### src/rtl/crp_pkg.sv
// ----------------------------------------------------------------------------
// crp_pkg
// Types and constants shared by the crop and rotate pixel scatter block.
// ----------------------------------------------------------------------------
`default_nettype none

package crp_pkg;

    localparam int MAX_DIM    = 1024;
    localparam int CNT_W      = $clog2(MAX_DIM);
    localparam int DIM_W      = CNT_W + 1;
    localparam int COLOR_W    = 8;
    localparam int INDEX_W    = 20;
    localparam int PROD_W     = 2 * DIM_W;
    localparam int CFG_IDX_W  = 3;
    localparam int CFG_DATA_W = 11;

    typedef enum logic [CFG_IDX_W-1:0] {
        REG_FRAME_WIDTH  = 3'd0,
        REG_FRAME_HEIGHT = 3'd1,
        REG_CROP_TOP     = 3'd2,
        REG_CROP_LEFT    = 3'd3,
        REG_CROP_BOTTOM  = 3'd4,
        REG_CROP_RIGHT   = 3'd5,
        REG_ROTATION     = 3'd6
    } crp_reg_t;

    typedef enum logic [1:0] {
        ROT_NONE    = 2'd0,
        ROT_QUARTER = 2'd1,
        ROT_HALF    = 2'd2,
        ROT_THREE_Q = 2'd3
    } crp_rot_t;

    typedef struct packed {
        logic [COLOR_W-1:0] red_in;
        logic [COLOR_W-1:0] green_in;
        logic [COLOR_W-1:0] blue_in;
        logic               frame_start;
    } crp_in_t;

    typedef struct packed {
        logic [INDEX_W-1:0] dest_index;
        logic [COLOR_W-1:0] red_out;
        logic [COLOR_W-1:0] green_out;
        logic [COLOR_W-1:0] blue_out;
        logic [DIM_W-1:0]   out_width;
        logic [DIM_W-1:0]   out_height;
        logic               last_pixel;
    } crp_out_t;

    typedef struct packed {
        logic [DIM_W-1:0] frame_width;
        logic [DIM_W-1:0] frame_height;
        logic [CNT_W-1:0] crop_top;
        logic [CNT_W-1:0] crop_left;
        logic [DIM_W-1:0] crop_bottom;
        logic [DIM_W-1:0] crop_right;
        crp_rot_t         rotation;
    } crp_cfg_t;

    typedef struct packed {
        logic [COLOR_W-1:0] red;
        logic [COLOR_W-1:0] green;
        logic [COLOR_W-1:0] blue;
        logic [CNT_W-1:0]   col_ofs;
        logic [CNT_W-1:0]   row_ofs;
    } crp_pos_t;

endpackage

`default_nettype wire

### src/rtl/crp_position.sv
// ----------------------------------------------------------------------------
// crp_position
// Raster counters, crop window test and the input register stage.
// ----------------------------------------------------------------------------
`default_nettype none

module crp_position (
    input  wire logic              aclk,
    input  wire logic              aresetn,
    input  wire crp_pkg::crp_cfg_t cfg,
    input  wire logic              in_valid,
    output logic                   in_ready,
    input  wire crp_pkg::crp_in_t  in_data,
    output logic                   pos_valid,
    input  wire logic              pos_ready,
    output crp_pkg::crp_pos_t      pos_data
);

    logic [crp_pkg::CNT_W-1:0] col_reg, col_next;
    logic [crp_pkg::CNT_W-1:0] row_reg, row_next;
    logic                      valid_reg, valid_next;
    crp_pkg::crp_pos_t         data_reg, data_next;

    logic [crp_pkg::CNT_W-1:0] col, row;
    logic [crp_pkg::DIM_W-1:0] col_inc, row_inc;
    logic                      hit;
    logic                      accept;

    assign in_ready  = !valid_reg || pos_ready;
    assign accept    = in_valid && in_ready;
    assign pos_valid = valid_reg;
    assign pos_data  = data_reg;

    always_comb begin
        col = in_data.frame_start ? '0 : col_reg;
        row = in_data.frame_start ? '0 : row_reg;

        hit = (col >= cfg.crop_left) && ({1'b0, col} < cfg.crop_right) &&
              (row >= cfg.crop_top)  && ({1'b0, row} < cfg.crop_bottom);

        col_inc = {1'b0, col} + crp_pkg::DIM_W'(1);
        row_inc = {1'b0, row} + crp_pkg::DIM_W'(1);

        col_next = col_reg;
        row_next = row_reg;
        if (accept) begin
            if ((col_inc >= cfg.frame_width) ||
                (col_inc >= crp_pkg::DIM_W'(crp_pkg::MAX_DIM))) begin
                col_next = '0;
                if ((row_inc >= cfg.frame_height) ||
                    (row_inc >= crp_pkg::DIM_W'(crp_pkg::MAX_DIM))) begin
                    row_next = '0;
                end else begin
                    row_next = row_inc[crp_pkg::CNT_W-1:0];
                end
            end else begin
                col_next = col_inc[crp_pkg::CNT_W-1:0];
                row_next = row;
            end
        end

        valid_next = valid_reg;
        data_next  = data_reg;
        if (in_ready) begin
            valid_next = accept && hit;
        end
        if (accept) begin
            data_next.red     = in_data.red_in;
            data_next.green   = in_data.green_in;
            data_next.blue    = in_data.blue_in;
            data_next.col_ofs = col - cfg.crop_left;
            data_next.row_ofs = row - cfg.crop_top;
        end
    end

    always_ff @(posedge aclk) begin
        if (!aresetn) begin
            col_reg   <= '0;
            row_reg   <= '0;
            valid_reg <= 1'b0;
        end else begin
            col_reg   <= col_next;
            row_reg   <= row_next;
            valid_reg <= valid_next;
        end
        data_reg <= data_next;
    end

endmodule

`default_nettype wire

### src/rtl/crp_address.sv
// ----------------------------------------------------------------------------
// crp_address
// Rotated destination index multiply-add and the result register.
// ----------------------------------------------------------------------------
`default_nettype none

module crp_address (
    input  wire logic              aclk,
    input  wire logic              aresetn,
    input  wire crp_pkg::crp_cfg_t cfg,
    input  wire logic              pos_valid,
    output logic                   pos_ready,
    input  wire crp_pkg::crp_pos_t pos_data,
    output logic                   out_valid,
    input  wire logic              out_ready,
    output crp_pkg::crp_out_t      out_data
);

    logic               valid_reg, valid_next;
    crp_pkg::crp_out_t  data_reg, data_next;

    logic [crp_pkg::DIM_W-1:0]  ow, oh, i_ext, j_ext, i_rev, j_rev;
    logic [crp_pkg::DIM_W-1:0]  mul_a, mul_b, add_c;
    logic [crp_pkg::PROD_W-1:0] sum;

    assign pos_ready = !valid_reg || out_ready;
    assign out_valid = valid_reg;
    assign out_data  = data_reg;

    always_comb begin
        ow    = cfg.crop_right - {1'b0, cfg.crop_left};
        oh    = cfg.crop_bottom - {1'b0, cfg.crop_top};
        i_ext = {1'b0, pos_data.col_ofs};
        j_ext = {1'b0, pos_data.row_ofs};
        i_rev = ow - crp_pkg::DIM_W'(1) - i_ext;
        j_rev = oh - crp_pkg::DIM_W'(1) - j_ext;

        case (cfg.rotation)
            crp_pkg::ROT_QUARTER: begin
                mul_a = i_rev;
                mul_b = oh;
                add_c = j_ext;
            end
            crp_pkg::ROT_HALF: begin
                mul_a = j_rev;
                mul_b = ow;
                add_c = i_rev;
            end
            crp_pkg::ROT_THREE_Q: begin
                mul_a = i_ext;
                mul_b = oh;
                add_c = j_rev;
            end
            default: begin
                mul_a = j_ext;
                mul_b = ow;
                add_c = i_ext;
            end
        endcase

        sum = (crp_pkg::PROD_W'(mul_a) * crp_pkg::PROD_W'(mul_b)) +
              crp_pkg::PROD_W'(add_c);

        valid_next = valid_reg;
        data_next  = data_reg;
        if (pos_ready) begin
            valid_next = pos_valid;
            data_next.dest_index = sum[crp_pkg::INDEX_W-1:0];
            data_next.red_out    = pos_data.red;
            data_next.green_out  = pos_data.green;
            data_next.blue_out   = pos_data.blue;
            if (cfg.rotation == crp_pkg::ROT_QUARTER ||
                cfg.rotation == crp_pkg::ROT_THREE_Q) begin
                data_next.out_width  = oh;
                data_next.out_height = ow;
            end else begin
                data_next.out_width  = ow;
                data_next.out_height = oh;
            end
            data_next.last_pixel = (i_rev == '0) && (j_rev == '0);
        end
    end

    always_ff @(posedge aclk) begin
        if (!aresetn) begin
            valid_reg <= 1'b0;
        end else begin
            valid_reg <= valid_next;
        end
        data_reg <= data_next;
    end

endmodule

`default_nettype wire

### src/rtl/crop_rotate_pixel_scatter.sv
// ----------------------------------------------------------------------------
// crop_rotate_pixel_scatter
// Crops a raster pixel stream and tags each kept pixel with its index in a
// rotated output frame buffer.
// ----------------------------------------------------------------------------
//   channel  direction  handshake               payload
//   s_       in         s_valid / s_ready       s_data   (crp_in_t)
//   m_       out        m_valid / m_ready       m_data   (crp_out_t)
//   cfg_     in         cfg_valid / cfg_ready   cfg_index, cfg_data
//
// one pixel per cycle when m_ is not stalled; a kept pixel reaches m_ through the
// input register and then the multiply-add result register
// pixels outside the crop window are dropped at the input register
// aresetn is synchronous; it clears counters, valids and loads register defaults
// each stage holds while its downstream is stalled, cfg_ready is always high
// ----------------------------------------------------------------------------
`default_nettype none

module crop_rotate_pixel_scatter (
    input  wire logic                                aclk,
    input  wire logic                                aresetn,
    input  wire logic                                s_valid,
    output logic                                     s_ready,
    input  wire crp_pkg::crp_in_t                    s_data,
    output logic                                     m_valid,
    input  wire logic                                m_ready,
    output crp_pkg::crp_out_t                        m_data,
    input  wire logic                                cfg_valid,
    output logic                                     cfg_ready,
    input  wire logic [crp_pkg::CFG_IDX_W-1:0]       cfg_index,
    input  wire logic [crp_pkg::CFG_DATA_W-1:0]      cfg_data
);

    crp_pkg::crp_cfg_t cfg_reg, cfg_next;
    logic              pos_valid, pos_ready;
    crp_pkg::crp_pos_t pos_data;

    assign cfg_ready = 1'b1;

    always_comb begin
        cfg_next = cfg_reg;
        if (cfg_valid) begin
            unique case (cfg_index)
                crp_pkg::REG_FRAME_WIDTH:
                    cfg_next.frame_width  = cfg_data[crp_pkg::DIM_W-1:0];
                crp_pkg::REG_FRAME_HEIGHT:
                    cfg_next.frame_height = cfg_data[crp_pkg::DIM_W-1:0];
                crp_pkg::REG_CROP_TOP:
                    cfg_next.crop_top     = cfg_data[crp_pkg::CNT_W-1:0];
                crp_pkg::REG_CROP_LEFT:
                    cfg_next.crop_left    = cfg_data[crp_pkg::CNT_W-1:0];
                crp_pkg::REG_CROP_BOTTOM:
                    cfg_next.crop_bottom  = cfg_data[crp_pkg::DIM_W-1:0];
                crp_pkg::REG_CROP_RIGHT:
                    cfg_next.crop_right   = cfg_data[crp_pkg::DIM_W-1:0];
                crp_pkg::REG_ROTATION:
                    cfg_next.rotation     = crp_pkg::crp_rot_t'(cfg_data[1:0]);
                default: ;
            endcase
        end
    end

    always_ff @(posedge aclk) begin
        if (!aresetn) begin
            cfg_reg.frame_width  <= crp_pkg::DIM_W'(320);
            cfg_reg.frame_height <= crp_pkg::DIM_W'(240);
            cfg_reg.crop_top     <= '0;
            cfg_reg.crop_left    <= '0;
            cfg_reg.crop_bottom  <= crp_pkg::DIM_W'(240);
            cfg_reg.crop_right   <= crp_pkg::DIM_W'(320);
            cfg_reg.rotation     <= crp_pkg::ROT_NONE;
        end else begin
            cfg_reg <= cfg_next;
        end
    end

    crp_position u_position (
        .aclk      (aclk),
        .aresetn   (aresetn),
        .cfg       (cfg_reg),
        .in_valid  (s_valid),
        .in_ready  (s_ready),
        .in_data   (s_data),
        .pos_valid (pos_valid),
        .pos_ready (pos_ready),
        .pos_data  (pos_data)
    );

    crp_address u_address (
        .aclk      (aclk),
        .aresetn   (aresetn),
        .cfg       (cfg_reg),
        .pos_valid (pos_valid),
        .pos_ready (pos_ready),
        .pos_data  (pos_data),
        .out_valid (m_valid),
        .out_ready (m_ready),
        .out_data  (m_data)
    );

endmodule

`default_nettype wire
### config.mk
export PLATFORM = sky130hd
export DESIGN_NAME = crop_rotate_pixel_scatter
export DESIGN_NICKNAME = d
export VERILOG_FILES = /design/src/rtl/crp_pkg.sv /design/src/rtl/crp_position.sv /design/src/rtl/crp_address.sv /design/src/rtl/crop_rotate_pixel_scatter.sv
export SDC_FILE = /design/constraint.sdc
export NUM_CORES = 1
export LEC_CHECK = 0
export ABC_AREA = 1
export BUFFER_PORTS_ARGS = -buffer_cell sky130_fd_sc_hd__buf_4
export CAP_MARGIN = 20
export CORE_ASPECT_RATIO = 1.4
export CORE_MARGIN = 2
export CORE_UTILIZATION = 30
export DETAILED_ROUTE_END_ITERATION = 10
export PLACE_DENSITY = 0.53
export SETUP_SLACK_MARGIN = 0.15
export SLEW_MARGIN = 0
export SYNTH_ARGS = -nofsm -noshare
export SYNTH_HDL_FRONTEND = slang
export SYNTH_SLANG_ARGS = --single-unit
### constraint.sdc
create_clock -name aclk -period 8 [get_ports aclk]
set_clock_uncertainty 0.15 [all_clocks]
set_input_delay 1.2 -clock aclk [delete_from_list [all_inputs] [get_ports aclk]]
set_output_delay 1.2 -clock aclk [all_outputs]
set_load 0.02 [all_outputs]
==> out/summary.txt <==
Outcome = completed
Initial core utilization = 30.2%
Logic pwr share = 60.3%
Vias in the first global route = 13200
EDFF count, synth = 111
Routing usage on met2 = 31.4%
# H-tree levels = 4
Clock-pin slew on the worst setup and hold paths = 0.08 ns
Routed len/inst = 16.8 µm
Longest Clk Path Bufs = 2
Number of hold buffers added after cts = 0
CP max stage delay = 0.54 ns
Power per cell area = 300 nW/µm²
Vias = 13000
Required @ worst endpoint = 8.09 ns
Synthesized area = 16000 µm²
Mean Syn Cell Area = 8.46 µm²
Final Hold Vio Count = 0
CP max FO = 6
RePlAce Congestion = 0.931
Internal power = 3.15 mW
Hold Slack = 0.271 ns
Max_cap viols = 0
Initial antenna violation count = 0
Slew HR = 45.5%
Post-synthesis sequential area ratio = 31.8%
Total GRT Usage = 16.9%
Global routing usage on met3 = 2.42%
I/O pins = 114
Worst Setup Start Kind = register
First-pass GRT wire length = 71.4 mm
# clock sinks = 199
Syn Inst Count = 1895
Final HPWL DP = 37.0 mm
ANT cells = 0
Root buffer cell = clkbuf_16
Final net count = 2323
GR Util met1 = 19.1%
Total iterations of the first detailed-routing run = 5
Post-synth top flop = edfxtp_1
Sequential Power Share = 23.9%
Crit path kind = register to register
Largest register FFs = 67
Die W = 199 µm
Post-route cell area = 19000 µm²
Commonest cells after routing, fill and taps aside = 346 x inv_1, 332 x nand2_1, 153 x buf_4
Critical Path Most Common Cell = inv_1
Final setup violation count = 0
Syn-to-layout area delta = 18.6%
Routed Wire Length = 46.2 mm
Clock group share of total power = 15.8%
CTS tree = built
DRC errors left = 0
Fin crit period = 7.56 ns
Crit share post-route = 94.5%
Number of library cell types mapped by synthesis = 63
Psw = 2.56 mW
Net Sw Frac = 44.9%
Actual slew at the worst max-slew pin = 0.816 ns
Hold Path Class = register to register
Die area = 55400 µm²
Fin Setup TNS = 0 ns
Row count = 100
Syn nets = 2188
Final Max Tran Viols = 0
Largest net degree at the start of global routing = 68
Peak supply drop = 0.000317 V
Placed cell area = 17800 µm²
Crit path DAT = 7.66 ns
FF+latch count, synth = 199
CP endpoint kind = register
Grt peak-use layer = met2
Clk_lat worst skew = 0.47 ns
CP max-delay cell = fa_1
YS warnings = 0
Post-route ant nets = 0
FMAX = 0.132 GHz
Async S/R FF share, synth = 0%
PortBufs = 112
Core box area = 53100 µm²
Leakage power = 8.65 nW
Most common cell after layout, fill and taps aside = inv_1
Initial detailed-routing violation count = 607
CTS Buf Count = 17
Total gr overflow = 0
RSZ-0062 raised after global routing = no
Layout cells sized above 1 = 17.1%
Die height = 278 µm
Vias per inst = 4.71
==> worst max-delay path, delay by kind of cell, from the launching register on <==
kind	cells	cell delay (ns)
and+or+nand+nor	8	0.75
DFF	1	0.31
buffers and inverters	9	0.68
adders and majority gates	8	3.30
xor gates and xnor gates	2	0.58
AOI/OAI and AO/OA	9	1.57
==> power groups by stage <==
stage	sequential, mW	combinational [mW]	clock (mW)
final	1.36	3.44	0.904
after global routing	1.38	3.88	0.976
after CTS	1.37	3.23	0.940
after detailed placement	1.39	3.20	0
after global placement	1.39	3.17	0
after floorplan	1.49	2.20	0
==> area by class of cell <==
type                    instances  area [µm²]
clock buffers                  17         425
multi-input cells            1295        9910
clock inverters                15         186
fillers                      5501       34000
flip-flops and latches        199        5100
inverters                     364        1370
well taps                     714         893
repair buffers                153        1150
==> path summary, 6_finish.rpt <==
path | start | to | slack, ns | depth (start not counted)
setup / recovery | cfg_reg[28]$_SDFFE_PN0P_ | u_address.out_data[66]$_DFFE_PP_ | 0.44 | 36
hold / removal | u_position.pos_data[39]$_DFFE_PP_ | u_address.out_data[42]$_DFFE_PP_ | 0.27 | 0
setup reg to reg | cfg_reg[28]$_SDFFE_PN0P_ | u_address.out_data[66]$_DFFE_PP_ | 0.44 | 36
hold reg to reg | u_position.pos_data[39]$_DFFE_PP_ | u_address.out_data[42]$_DFFE_PP_ | 0.27 | 0
==> synth_stat cells, types with 10 or more instances <==
master    instances  share of area, %
inv_1           350               8.2
nand2_1         334               7.8
ha_1            153                12
nor2_1          149               3.5
a21oi_1         132               4.1
edfxtp_1        111                21
o21ai_0         110               3.4
fa_1             96                12
dfxtp_1          88                11
nand3_1          58               1.8
xor2_1           39               2.1
xnor2_1          28               1.5
nand4_1          20              0.78
clkbuf_1         17              0.40
o211ai_1         16              0.75
nand3_2          15              0.94
a31oi_1          14              0.55
buf_2            14              0.44
nand2_2          12              0.47
nor2_2           12              0.47
inv_2            10              0.23
==> cells by family after synthesis <==
| group | after synthesis | synth area share (%) |
|---|---|---|
| AOI/OAI and AO/OA | 345 | 13.0 |
| xor gates and xnor gates | 71 | 4.06 |
| adders and majority gates | 249 | 23.9 |
| buffers and inverters | 401 | 9.69 |
| DFF | 199 | 31.8 |
| other | 1 | 0.0234 |
| and+or+nand+nor | 629 | 17.5 |
==> repair_timing <==
item,CTS,global route
pin swaps,0,20
resized for setup,4,85
hold endpoints to repair,0,0
setup endpoints to repair,3,9
setup buffers,0,19
==> layer usage <==
layer	vias to the layer above	part of all wire, %
met5	-	0
met4	0	3.7
met3	82	2.7
met2	231	53
met1	6243	40
li1	6427	-
==> stage by stage <==
step	setup slack [ns]	util [%]	power (mW)	cells
floorplan	0.763	-	3.69	1895
global placement	0.183	33.5	4.56	2706
detailed placement	0.0284	33.5	4.59	2706
CTS	0.155	34.7	5.53	2738
global route	0.0935	35.9	6.24	2757
finish	0.437	35.9	5.71	2757
Note: power is estimated with default switching activity, not from simulation.
